$ cat src/design/rrsp_pkg.sv
`default_nettype none

package rrsp_pkg;

    // Limits of the request format.
    localparam int unsigned MAX_ARGS     = 64;
    localparam int unsigned BUFFER_BYTES = 65536;

    // Field widths.
    localparam int unsigned POS_W    = 17;
    localparam int unsigned NUM_W    = 17;
    localparam int unsigned CNT_W    = 7;
    localparam int unsigned IDX_W    = 6;
    localparam int unsigned OFF_W    = 16;
    localparam int unsigned LEN_W    = 17;
    localparam int unsigned STATUS_W = 3;

    // Largest magnitude kept while reading a number.
    localparam logic [NUM_W-1:0] NUM_CAP = NUM_W'(65536);
    localparam logic [NUM_W-1:0] LEN_MAX = NUM_W'(65535);
    localparam logic [POS_W-1:0] POS_LIMIT = POS_W'(BUFFER_BYTES);
    localparam logic [CNT_W-1:0] ARGS_LIMIT = CNT_W'(MAX_ARGS);

    // Characters of the protocol.
    localparam logic [7:0] CH_STAR  = 8'h2A;
    localparam logic [7:0] CH_DOLL  = 8'h24;
    localparam logic [7:0] CH_CR    = 8'h0D;
    localparam logic [7:0] CH_LF    = 8'h0A;
    localparam logic [7:0] CH_PLUS  = 8'h2B;
    localparam logic [7:0] CH_MINUS = 8'h2D;
    localparam logic [7:0] CH_SPACE = 8'h20;
    localparam logic [7:0] CH_TAB   = 8'h09;
    localparam logic [7:0] CH_ZERO  = 8'h30;
    localparam logic [7:0] CH_NINE  = 8'h39;

    // Status codes reported with every byte.
    localparam logic [STATUS_W-1:0] ST_INIT  = 3'd0;
    localparam logic [STATUS_W-1:0] ST_WAIT  = 3'd1;
    localparam logic [STATUS_W-1:0] ST_DONE  = 3'd2;
    localparam logic [STATUS_W-1:0] ST_EXTRA = 3'd3;
    localparam logic [STATUS_W-1:0] ST_ERROR = 3'd4;

    typedef enum logic [1:0] {
        PH_INIT,
        PH_WAIT,
        PH_DONE,
        PH_ERR
    } t_phase;

    typedef enum logic [1:0] {
        KIND_HEAD,
        KIND_LEN,
        KIND_OTHER
    } t_kind;

    typedef enum logic [1:0] {
        NM_LEAD,
        NM_SIGN,
        NM_DIGITS,
        NM_END
    } t_num_mode;

    // Number being read from the current line.
    typedef struct packed {
        t_num_mode        mode;
        logic             negative;
        logic [NUM_W-1:0] value;
    } t_num;

    // One received byte.
    typedef struct packed {
        logic       restart;
        logic [7:0] byte_in;
    } t_item;

    // One result transaction.
    typedef struct packed {
        logic [CNT_W-1:0]    args_done;
        logic [CNT_W-1:0]    arg_count;
        logic [LEN_W-1:0]    arg_length;
        logic [OFF_W-1:0]    arg_offset;
        logic [IDX_W-1:0]    arg_index;
        logic [STATUS_W-1:0] status;
        logic                arg_valid;
    } t_result;

    localparam t_num NUM_CLEAR = '{mode: NM_LEAD, negative: 1'b0, value: '0};

    function automatic logic is_white(input logic [7:0] c);
        is_white = (c == CH_SPACE) || (c >= CH_TAB && c <= CH_CR);
    endfunction

    // One step of the atoi-style number reader.
    function automatic t_num feed_number(input t_num n, input t_kind kind,
                                         input logic [7:0] c);
        t_num             r;
        logic             digit;
        logic [3:0]       d;
        logic [NUM_W+3:0] v;
        r     = n;
        digit = (c >= CH_ZERO) && (c <= CH_NINE);
        d     = digit ? 4'(c - CH_ZERO) : 4'd0;
        v     = ({3'b000, n.value, 1'b0} + {1'b0, n.value, 3'b000})
                + {(NUM_W)'(0), d};
        if (kind != KIND_OTHER) begin
            case (n.mode)
                NM_LEAD: begin
                    if (is_white(c)) begin
                        r.mode = NM_LEAD;
                    end else if (c == CH_PLUS) begin
                        r.mode = NM_SIGN;
                    end else if (c == CH_MINUS) begin
                        r.mode     = NM_SIGN;
                        r.negative = 1'b1;
                    end else if (digit) begin
                        r.mode  = NM_DIGITS;
                        r.value = NUM_W'(d);
                    end else begin
                        r.mode = NM_END;
                    end
                end
                NM_SIGN: begin
                    if (digit) begin
                        r.mode  = NM_DIGITS;
                        r.value = NUM_W'(d);
                    end else begin
                        r.mode = NM_END;
                    end
                end
                NM_DIGITS: begin
                    if (digit) begin
                        r.value = (v > {4'b0000, NUM_CAP}) ? NUM_CAP : v[NUM_W-1:0];
                    end else begin
                        r.mode = NM_END;
                    end
                end
                default: begin
                    r = n;
                end
            endcase
        end
        feed_number = r;
    endfunction

endpackage

`default_nettype wire

$ cat src/design/rrsp_in_stage.sv
`default_nettype none

module rrsp_in_stage
    import rrsp_pkg::*;
(
    input  wire logic  i_clk,
    input  wire logic  i_rst_n,
    input  wire logic  i_valid,
    output logic       o_ready,
    input  wire t_item i_item,
    input  wire logic  i_advance,
    output logic       o_valid,
    output t_item      o_item
);

    logic  r_valid;
    t_item r_item;

    // The register takes a new byte when empty or when its byte moves on.
    assign o_ready = !r_valid || i_advance;

    always_ff @(posedge i_clk) begin
        if (!i_rst_n) begin
            r_valid <= 1'b0;
        end else if (o_ready) begin
            r_valid <= i_valid;
        end
    end

    always_ff @(posedge i_clk) begin
        if (o_ready && i_valid) begin
            r_item <= i_item;
        end
    end

    assign o_valid = r_valid;
    assign o_item  = r_item;

endmodule

`default_nettype wire

$ cat src/design/rrsp_engine.sv
`default_nettype none

module rrsp_engine
    import rrsp_pkg::*;
(
    input  wire logic  i_clk,
    input  wire logic  i_rst_n,
    input  wire logic  i_fire,
    input  wire t_item i_item,
    output t_result    o_result
);

    t_phase           r_phase, n_phase;
    logic [POS_W-1:0] r_pos, n_pos;
    logic             r_at_start, n_at_start;
    t_kind            r_kind, n_kind;
    logic             r_pending_cr, n_pending_cr;
    t_num             r_num, n_num;
    logic [CNT_W-1:0] r_total, n_total;
    logic [CNT_W-1:0] r_fin, n_fin;
    logic             r_expect, n_expect;
    logic             r_extra, n_extra;

    // Parse state advances once per byte.
    always_ff @(posedge i_clk) begin
        if (!i_rst_n) begin
            r_phase      <= PH_INIT;
            r_pos        <= '0;
            r_at_start   <= 1'b1;
            r_kind       <= KIND_HEAD;
            r_pending_cr <= 1'b0;
            r_num        <= NUM_CLEAR;
            r_total      <= '0;
            r_fin        <= '0;
            r_expect     <= 1'b0;
            r_extra      <= 1'b0;
        end else if (i_fire) begin
            r_phase      <= n_phase;
            r_pos        <= n_pos;
            r_at_start   <= n_at_start;
            r_kind       <= n_kind;
            r_pending_cr <= n_pending_cr;
            r_num        <= n_num;
            r_total      <= n_total;
            r_fin        <= n_fin;
            r_expect     <= n_expect;
            r_extra      <= n_extra;
        end
    end

    // Next state and the result of the current byte.
    always_comb begin
        logic       line_end;
        logic       neg;
        logic [7:0] b;
        t_num       num;
        n_phase      = r_phase;
        n_pos        = r_pos;
        n_at_start   = r_at_start;
        n_kind       = r_kind;
        n_pending_cr = r_pending_cr;
        n_total      = r_total;
        n_fin        = r_fin;
        n_expect     = r_expect;
        n_extra      = r_extra;
        o_result     = '0;
        b            = i_item.byte_in;
        num          = r_num;
        line_end     = 1'b0;
        neg          = r_num.negative && (r_num.value != '0);

        if (i_item.restart) begin
            n_phase      = PH_INIT;
            n_pos        = '0;
            n_at_start   = 1'b1;
            n_kind       = KIND_HEAD;
            n_pending_cr = 1'b0;
            num          = NUM_CLEAR;
            n_total      = '0;
            n_fin        = '0;
            n_expect     = 1'b0;
            n_extra      = 1'b0;
        end else begin
            unique case (r_phase)
                PH_DONE: begin
                    n_extra = 1'b1;
                end
                PH_ERR: begin
                    n_phase = PH_ERR;
                end
                default: begin
                    if (r_pos >= POS_LIMIT) begin
                        n_phase = PH_ERR;
                    end else begin
                        n_pos = r_pos + POS_W'(1);
                        // A CR not followed by LF counts as an ordinary byte.
                        if (r_pending_cr) begin
                            n_pending_cr = 1'b0;
                            if (b == CH_LF) begin
                                line_end = 1'b1;
                            end else begin
                                num = feed_number(num, r_kind, CH_CR);
                            end
                        end
                        if (!line_end) begin
                            if (r_at_start) begin
                                n_at_start = 1'b0;
                                num        = NUM_CLEAR;
                                if (r_phase == PH_INIT) begin
                                    n_kind = KIND_HEAD;
                                    if (b != CH_STAR) begin
                                        n_phase = PH_ERR;
                                    end
                                end else if (!r_expect && b == CH_DOLL) begin
                                    n_kind = KIND_LEN;
                                end else begin
                                    n_kind = KIND_OTHER;
                                end
                                if (b == CH_CR) begin
                                    n_pending_cr = 1'b1;
                                end
                            end else if (b == CH_CR) begin
                                n_pending_cr = 1'b1;
                            end else begin
                                num = feed_number(num, r_kind, b);
                            end
                        end else begin
                            n_at_start = 1'b1;
                            unique case (r_kind)
                                KIND_HEAD: begin
                                    if (neg || r_num.value > NUM_W'(ARGS_LIMIT)) begin
                                        n_phase = PH_ERR;
                                    end else begin
                                        n_total = CNT_W'(r_num.value);
                                        n_phase = (r_num.value == '0) ? PH_DONE : PH_WAIT;
                                    end
                                end
                                KIND_LEN: begin
                                    o_result.arg_valid  = 1'b1;
                                    o_result.arg_index  = IDX_W'(r_fin);
                                    o_result.arg_offset = n_pos[OFF_W-1:0];
                                    if (neg) begin
                                        o_result.arg_length = '1;
                                    end else if (r_num.value > LEN_MAX) begin
                                        o_result.arg_length = LEN_W'(LEN_MAX);
                                    end else begin
                                        o_result.arg_length = LEN_W'(r_num.value);
                                    end
                                    n_expect = 1'b1;
                                end
                                default: begin
                                    n_expect = 1'b0;
                                    n_fin    = r_fin + CNT_W'(1);
                                    if (n_fin >= r_total) begin
                                        n_phase = PH_DONE;
                                    end
                                end
                            endcase
                        end
                    end
                end
            endcase
        end
        n_num = num;

        // Status follows the phase after this byte.
        unique case (n_phase)
            PH_INIT: o_result.status = ST_INIT;
            PH_WAIT: o_result.status = ST_WAIT;
            PH_DONE: o_result.status = n_extra ? ST_EXTRA : ST_DONE;
            default: o_result.status = ST_ERROR;
        endcase
        o_result.arg_count = n_total;
        o_result.args_done = n_fin;
    end

endmodule

`default_nettype wire

$ cat src/design/rrsp_out_stage.sv
`default_nettype none

module rrsp_out_stage
    import rrsp_pkg::*;
(
    input  wire logic    i_clk,
    input  wire logic    i_rst_n,
    input  wire logic    i_load,
    input  wire t_result i_result,
    input  wire logic    i_ready,
    output logic         o_free,
    output logic         o_valid,
    output t_result      o_result
);

    logic    r_valid;
    t_result r_result;

    // The register can load when empty or when the downstream takes it now.
    assign o_free = !r_valid || i_ready;

    always_ff @(posedge i_clk) begin
        if (!i_rst_n) begin
            r_valid <= 1'b0;
        end else if (o_free) begin
            r_valid <= i_load;
        end
    end

    always_ff @(posedge i_clk) begin
        if (i_load) begin
            r_result <= i_result;
        end
    end

    assign o_valid  = r_valid;
    assign o_result = r_result;

endmodule

`default_nettype wire

$ cat src/design/resp_request_stream_parser.sv
`default_nettype none
// Channel   Direction  Ports           Content
// s_axis    in         tdata[7:0]      byte_in
//                      tuser[0]        restart
// m_axis    out        tdata[55:0]     status, arg_index, arg_offset, arg_length,
//                                      arg_count, args_done
//                      tuser[0]        arg_valid
//
// One byte is taken per cycle while the output is not stalled; its result is computed
// from the input register by the engine and presented from the output register.
// The rate is set by the parse state update in the engine, one byte per clock when not stalled.
// Reset is synchronous and active low and clears the parse state and both stages.
// A stalled output holds its transaction; the input register then takes one more
// byte only if it is empty, and the input stalls until the output transaction is taken.

module resp_request_stream_parser
    import rrsp_pkg::*;
(
    input  wire logic        i_clk,
    input  wire logic        i_rst_n,
    input  wire logic        i_s_axis_tvalid,
    output logic             o_s_axis_tready,
    input  wire logic [7:0]  i_s_axis_tdata,   // [7:0] byte_in
    input  wire logic        i_s_axis_tuser,   // [0] restart
    output logic             o_m_axis_tvalid,
    input  wire logic        i_m_axis_tready,
    output logic [55:0]      o_m_axis_tdata,   // [2:0] status, [8:3] arg_index,
                                               // [24:9] arg_offset, [41:25] arg_length,
                                               // [48:42] arg_count, [55:49] args_done
    output logic             o_m_axis_tuser    // [0] arg_valid
);

    t_item   s_in_item;
    t_item   stage_item;
    logic    stage_valid;
    logic    out_free;
    logic    fire;
    t_result eng_result;
    t_result out_result;

    assign s_in_item.byte_in = i_s_axis_tdata;
    assign s_in_item.restart = i_s_axis_tuser;

    // A byte in the input register is processed when the output register can load.
    assign fire = stage_valid && out_free;

    rrsp_in_stage u_in_stage (
        .i_clk     (i_clk),
        .i_rst_n   (i_rst_n),
        .i_valid   (i_s_axis_tvalid),
        .o_ready   (o_s_axis_tready),
        .i_item    (s_in_item),
        .i_advance (fire),
        .o_valid   (stage_valid),
        .o_item    (stage_item)
    );

    rrsp_engine u_engine (
        .i_clk    (i_clk),
        .i_rst_n  (i_rst_n),
        .i_fire   (fire),
        .i_item   (stage_item),
        .o_result (eng_result)
    );

    rrsp_out_stage u_out_stage (
        .i_clk    (i_clk),
        .i_rst_n  (i_rst_n),
        .i_load   (fire),
        .i_result (eng_result),
        .i_ready  (i_m_axis_tready),
        .o_free   (out_free),
        .o_valid  (o_m_axis_tvalid),
        .o_result (out_result)
    );

    // Pack the result fields from the lowest bit up.
    assign o_m_axis_tdata = {out_result.args_done, out_result.arg_count,
                             out_result.arg_length, out_result.arg_offset,
                             out_result.arg_index, out_result.status};
    assign o_m_axis_tuser = out_result.arg_valid;

    // An argument entry is only reported while arguments are still pending.
    a_entry_while_waiting: assert property (@(posedge i_clk) disable iff (!i_rst_n)
        (o_m_axis_tvalid && o_m_axis_tuser) |-> (o_m_axis_tdata[2:0] == ST_WAIT))
        else $error("argument entry reported outside the waiting status");

    // An entry index always refers to an argument the header declared.
    a_entry_index: assert property (@(posedge i_clk) disable iff (!i_rst_n)
        (o_m_axis_tvalid && o_m_axis_tuser) |->
        ({1'b0, o_m_axis_tdata[8:3]} < o_m_axis_tdata[48:42]))
        else $error("argument index beyond the declared count");

    // Completed data lines never exceed the declared count.
    a_done_bound: assert property (@(posedge i_clk) disable iff (!i_rst_n)
        o_m_axis_tvalid |-> (o_m_axis_tdata[55:49] <= o_m_axis_tdata[48:42]))
        else $error("completed arguments exceed the declared count");

endmodule

`default_nettype wire
$ cat config.mk
export PLATFORM = sky130hd
export DESIGN_NAME = resp_request_stream_parser
export DESIGN_NICKNAME = d
export VERILOG_FILES = /design/src/design/rrsp_pkg.sv /design/src/design/rrsp_in_stage.sv /design/src/design/rrsp_engine.sv /design/src/design/rrsp_out_stage.sv /design/src/design/resp_request_stream_parser.sv
export SDC_FILE = /design/constraint.sdc
export NUM_CORES = 1
export LEC_CHECK = 0
export ABC_CLOCK_PERIOD_IN_PS = 4600
export BUFFER_PORTS_ARGS = -buffer_cell sky130_fd_sc_hd__buf_2
export CAP_MARGIN = 20
export CORE_MARGIN = 2
export CORE_UTILIZATION = 60
export DETAILED_ROUTE_END_ITERATION = 8
export PLACE_DENSITY = 0.93
export SLEW_MARGIN = 20
export SYNTH_ARGS = -nofsm -noshare
export SYNTH_HDL_FRONTEND = slang
export SYNTH_SLANG_ARGS = --single-unit
$ cat constraint.sdc
create_clock -name i_clk -period 4.6 [get_ports i_clk]
set_input_delay 0.92 -clock i_clk [delete_from_list [all_inputs] [get_ports i_clk]]
set_output_delay 0.92 -clock i_clk [all_outputs]
set_load 0.02 [all_outputs]
==> impl_metrics.csv <==
group,metric,value,unit
yosys,async_reset_ff_share,0,%
pwr,leakagePower,3.35,nW
worst_setup_path,slowest_delay,0.51,ns
route,dr.pass1.iters,5,
global_route,antenna_found_initial,0,
placed_design,hpwl,11800,um
sta,slew_violations,0,
clock_tree,cts_setup_buffers,0,
clock_tree,clk_latency,0.42,ns
yosys,syn_nets,890,
worst_setup_path,worst_setup_path_start_kind,"flop",
route,via_count,6482,
pwr,p_int,2.01,mW
yosys,yosysWarnings,0,
clock_tree,cts_tree,"built",
worst_setup_path,critPathMaxFanout,10,
final_layout,fillerInstances,910,
yosys,synth_cells,829,
yosys,ys_types,78,
outcome,status,"finished clean",
sta,final_hold_viol_count,0,
clock_tree,cts.sinks,127,
route,wire_per_inst,16.0,um
final_layout,fin_nets,949,
worst_setup_path,worstReg2RegEnd,"u_engine.r_num[4]",
worst_setup_path,rr_startpoint,"u_in_stage.o_item[2]",
worst_setup_path,crit_cells,16,
worst_setup_path,r2r_slack,0.45,ns
worst_setup_path,end_kind,"flop",
final_layout,seqCellArea,3200,um2
route,drt_iter0_drc,667,
sta,rsz0062_at_grt,"false",
sta,clock.fmax,241,MHz
yosys,syn_area_per_cell,9.15,um2
route,drc,0,
pwr,power.density,305,nW/um2
pwr,comb_power_share,6.4,%
sta,fin_crit_sh,90.2,%
die,die_y,116,um
worst_setup_path,worst-path-buf-inv,2,
sta,fin_skew,0.00824,ns
clock_tree,cts_inserted_buffers,17,
placed_design,portBuffers,71,
worst_setup_path,crit_path_start,"u_in_stage.o_item[2]",
hold_path,hp-class,"flop to flop",
worst_setup_path,worstPathArrival,4.47,ns
die,die_w,116,um
final_layout,drive_above_1_share,14.8,%
hold_path,min-delay-start,"u_engine.r_extra",
final_layout,most-common-layout-cells,"nor2_1 (104), nand2_1 (74), buf_2 (71), edfxtp_1 (66), dfxtp_1 (61)",
worst_setup_path,path_cells,"o21ai_0, and4_1, inv_1, nor2_1, ha_1, ha_1, inv_1, fa_1, nand2b_1, a21o_1, a21o_1, a2bb2oi_1, xor2_1, nor4b_4, o21ai_1, o31ai_1",
global_route,grt_pass1_wl,28200,um
sta,setup_tns,0,ns
worst_setup_path,rr_worst_depth,16,
route,viasPerCell,6.04,
route,wirelength,17200,um
worst_setup_path,path_delay_family,"compound AO/OA/AOI/OAI gates",
die,start_util,60.8,%
pwr,clkPwrFrac,46.2,%
placed_design,gp_congestion,0.893,
pwr,peakVddDrop,0.170,mV
sta,max_slew_margin,32.5,%
run,drv_cap,0,
sta,min_period,4.15,ns
pwr,p_sw_share,23.1,%
die,io_pins,72,
yosys,ys_seq_area_share,42.2,%
global_route,grtUsageTotal,26.5,%
die,die_area,13600,um2
clock_tree,clockBufferDepth,2,
clock_tree,ctsResizeCount,0,
final_layout,fin_area,8570,um2
global_route,first_global_vias,5917,
die,row_count,41,
clock_tree,h-tree-depth,4,
final_layout,n_antenna_cell,0,
route,ant_nets,0,
worst_setup_path,cp_slowest_cell,"edfxtp_1",
yosys,syn-cell-area,7580,um2
global_route,grt_max_degree,67,
die,coreArea,12500,um2
yosys,synthFlopType,"edfxtp_1",
sta,finalSetupViolCount,0,
worst_setup_path,crit_type,"flop to flop",
clock_tree,clockRootBuffer,"clkbuf_16",
yosys,synth_edf_count,66,
final_layout,area_growth,13.0,%
yosys,ys_ff_latch,127,
clock_tree,holdBufCountCts,0,
pwr,seqPwrFrac,47.5,%
pwr,switching_power,0.604,mW
clock_tree,clk_pin_slew,0.06,ns
final_layout,multi_input_area,4090,um2
global_route,overflow,0,
sta,worstMarginPinSlew,1.01,ns
placed_design,post_dp_cell_area,8030,um2
worst_setup_path,critPathRequiredTime,4.92,ns
final_layout,layout_commonest_cell,"nor2_1",
worst_setup_path,cp-endpoint,"u_engine.r_num[4]",
==> cell families after synthesis <==
group	synth area share (%)
AO/OA/AOI/OAI	16.7
multiplexers	1.34
AND/OR/NAND/NOR	23.1
adder cells (fa/ha/maj)	8.25
buffers and inverters	3.94
flip-flops	42.2
XOR/XNOR	4.39
==> metal layers <==
layer  track usage [%]  part of all wire [%]  routed length [um]
met3              5.60                   6.6                1140
met2              42.7                    48                8300
met4              9.68                   2.0                 337
met1              35.4                    43                7410
met5                 0                     0                   0
==> registers in the layout (all words and copies together) (netlist names), 2 cells and up <==
name / cells
u_engine.r_kind: 2
u_engine.r_phase: 2
u_engine.r_num: 20
u_engine.r_pos: 17
u_out_stage.o_result: 57
u_engine.r_fin: 7
u_engine.r_total: 7
u_in_stage.o_item: 9
==> per-stage QoR <==
step | power (mW) | cells | utilization (%) | hold slack, ns | setup WS [ns]
2_1_floorplan | 1.38 | 829 | - | 0.456 | 0.378
3_3_place_gp | 1.42 | 1041 | 64.4 | 0.467 | 0.591
3_5_place_dp | 1.43 | 1041 | 64.4 | 0.480 | 0.508
4_1_cts | 2.62 | 1073 | 68.7 | 0.491 | 0.484
5_1_grt | 2.69 | 1073 | 68.7 | 0.520 | 0.0302
6_report | 2.61 | 1073 | 68.7 | 0.494 | 0.451
==> cell usage after synthesis (13+ instances only) <==
cell type / n / area [um2]
and2_1: 21 / 131
nor2b_1: 29 / 181
nand2_1: 74 / 278
clkbuf_1: 29 / 109
xor2_1: 18 / 158
a21oi_1: 49 / 245
nand3_1: 24 / 120
o21ai_0: 39 / 195
a21o_1: 13 / 97.6
xnor2_1: 20 / 175
dfxtp_1: 61 / 1220
nor3_1: 29 / 145
and3_1: 14 / 87.6
inv_1: 28 / 105
ha_1: 46 / 576
nor2_1: 104 / 390
edfxtp_1: 66 / 1980
==> final cells by class <==
type | instances | share of cell area, %
clock buffers | 20 | 5.10
clock inverters | 12 | 1.12
inverters | 28 | 1.23
multi-input cells | 634 | 47.7
flip-flops and latches | 127 | 37.4
well taps | 172 | 2.51
repair buffers | 80 | 4.94
==> tightest hold or removal path, cell delays in order (launching register included) <==
cell and delay [ns]:
dfxtp_1 0.32, a31oi_1 0.04, nor2b_1 0.09
==> how the worst min path moves through the flow <==
stage,cells past startpoint,endpoint,slack [ns]
finish,2,u_engine.r_extra,0.49
floorplan,2,u_engine.r_total[6],0.46
global route,2,u_engine.r_total[6],0.52
global placement,2,u_engine.r_extra,0.47
CTS,2,u_engine.r_extra,0.49
detailed placement,2,u_engine.r_extra,0.48
==> power by group through the flow <==
stage | clock, mW | combinational, mW | sequential, mW
2_1_floorplan | 0 | 0.0911 | 1.29
3_3_place_gp | 0 | 0.159 | 1.26
3_5_place_dp | 0 | 0.163 | 1.26
4_1_cts | 1.21 | 0.164 | 1.24
5_1_grt | 1.26 | 0.182 | 1.24
6_report | 1.21 | 0.166 | 1.24
No activity file was read; power rests on OpenSTA's default activity.
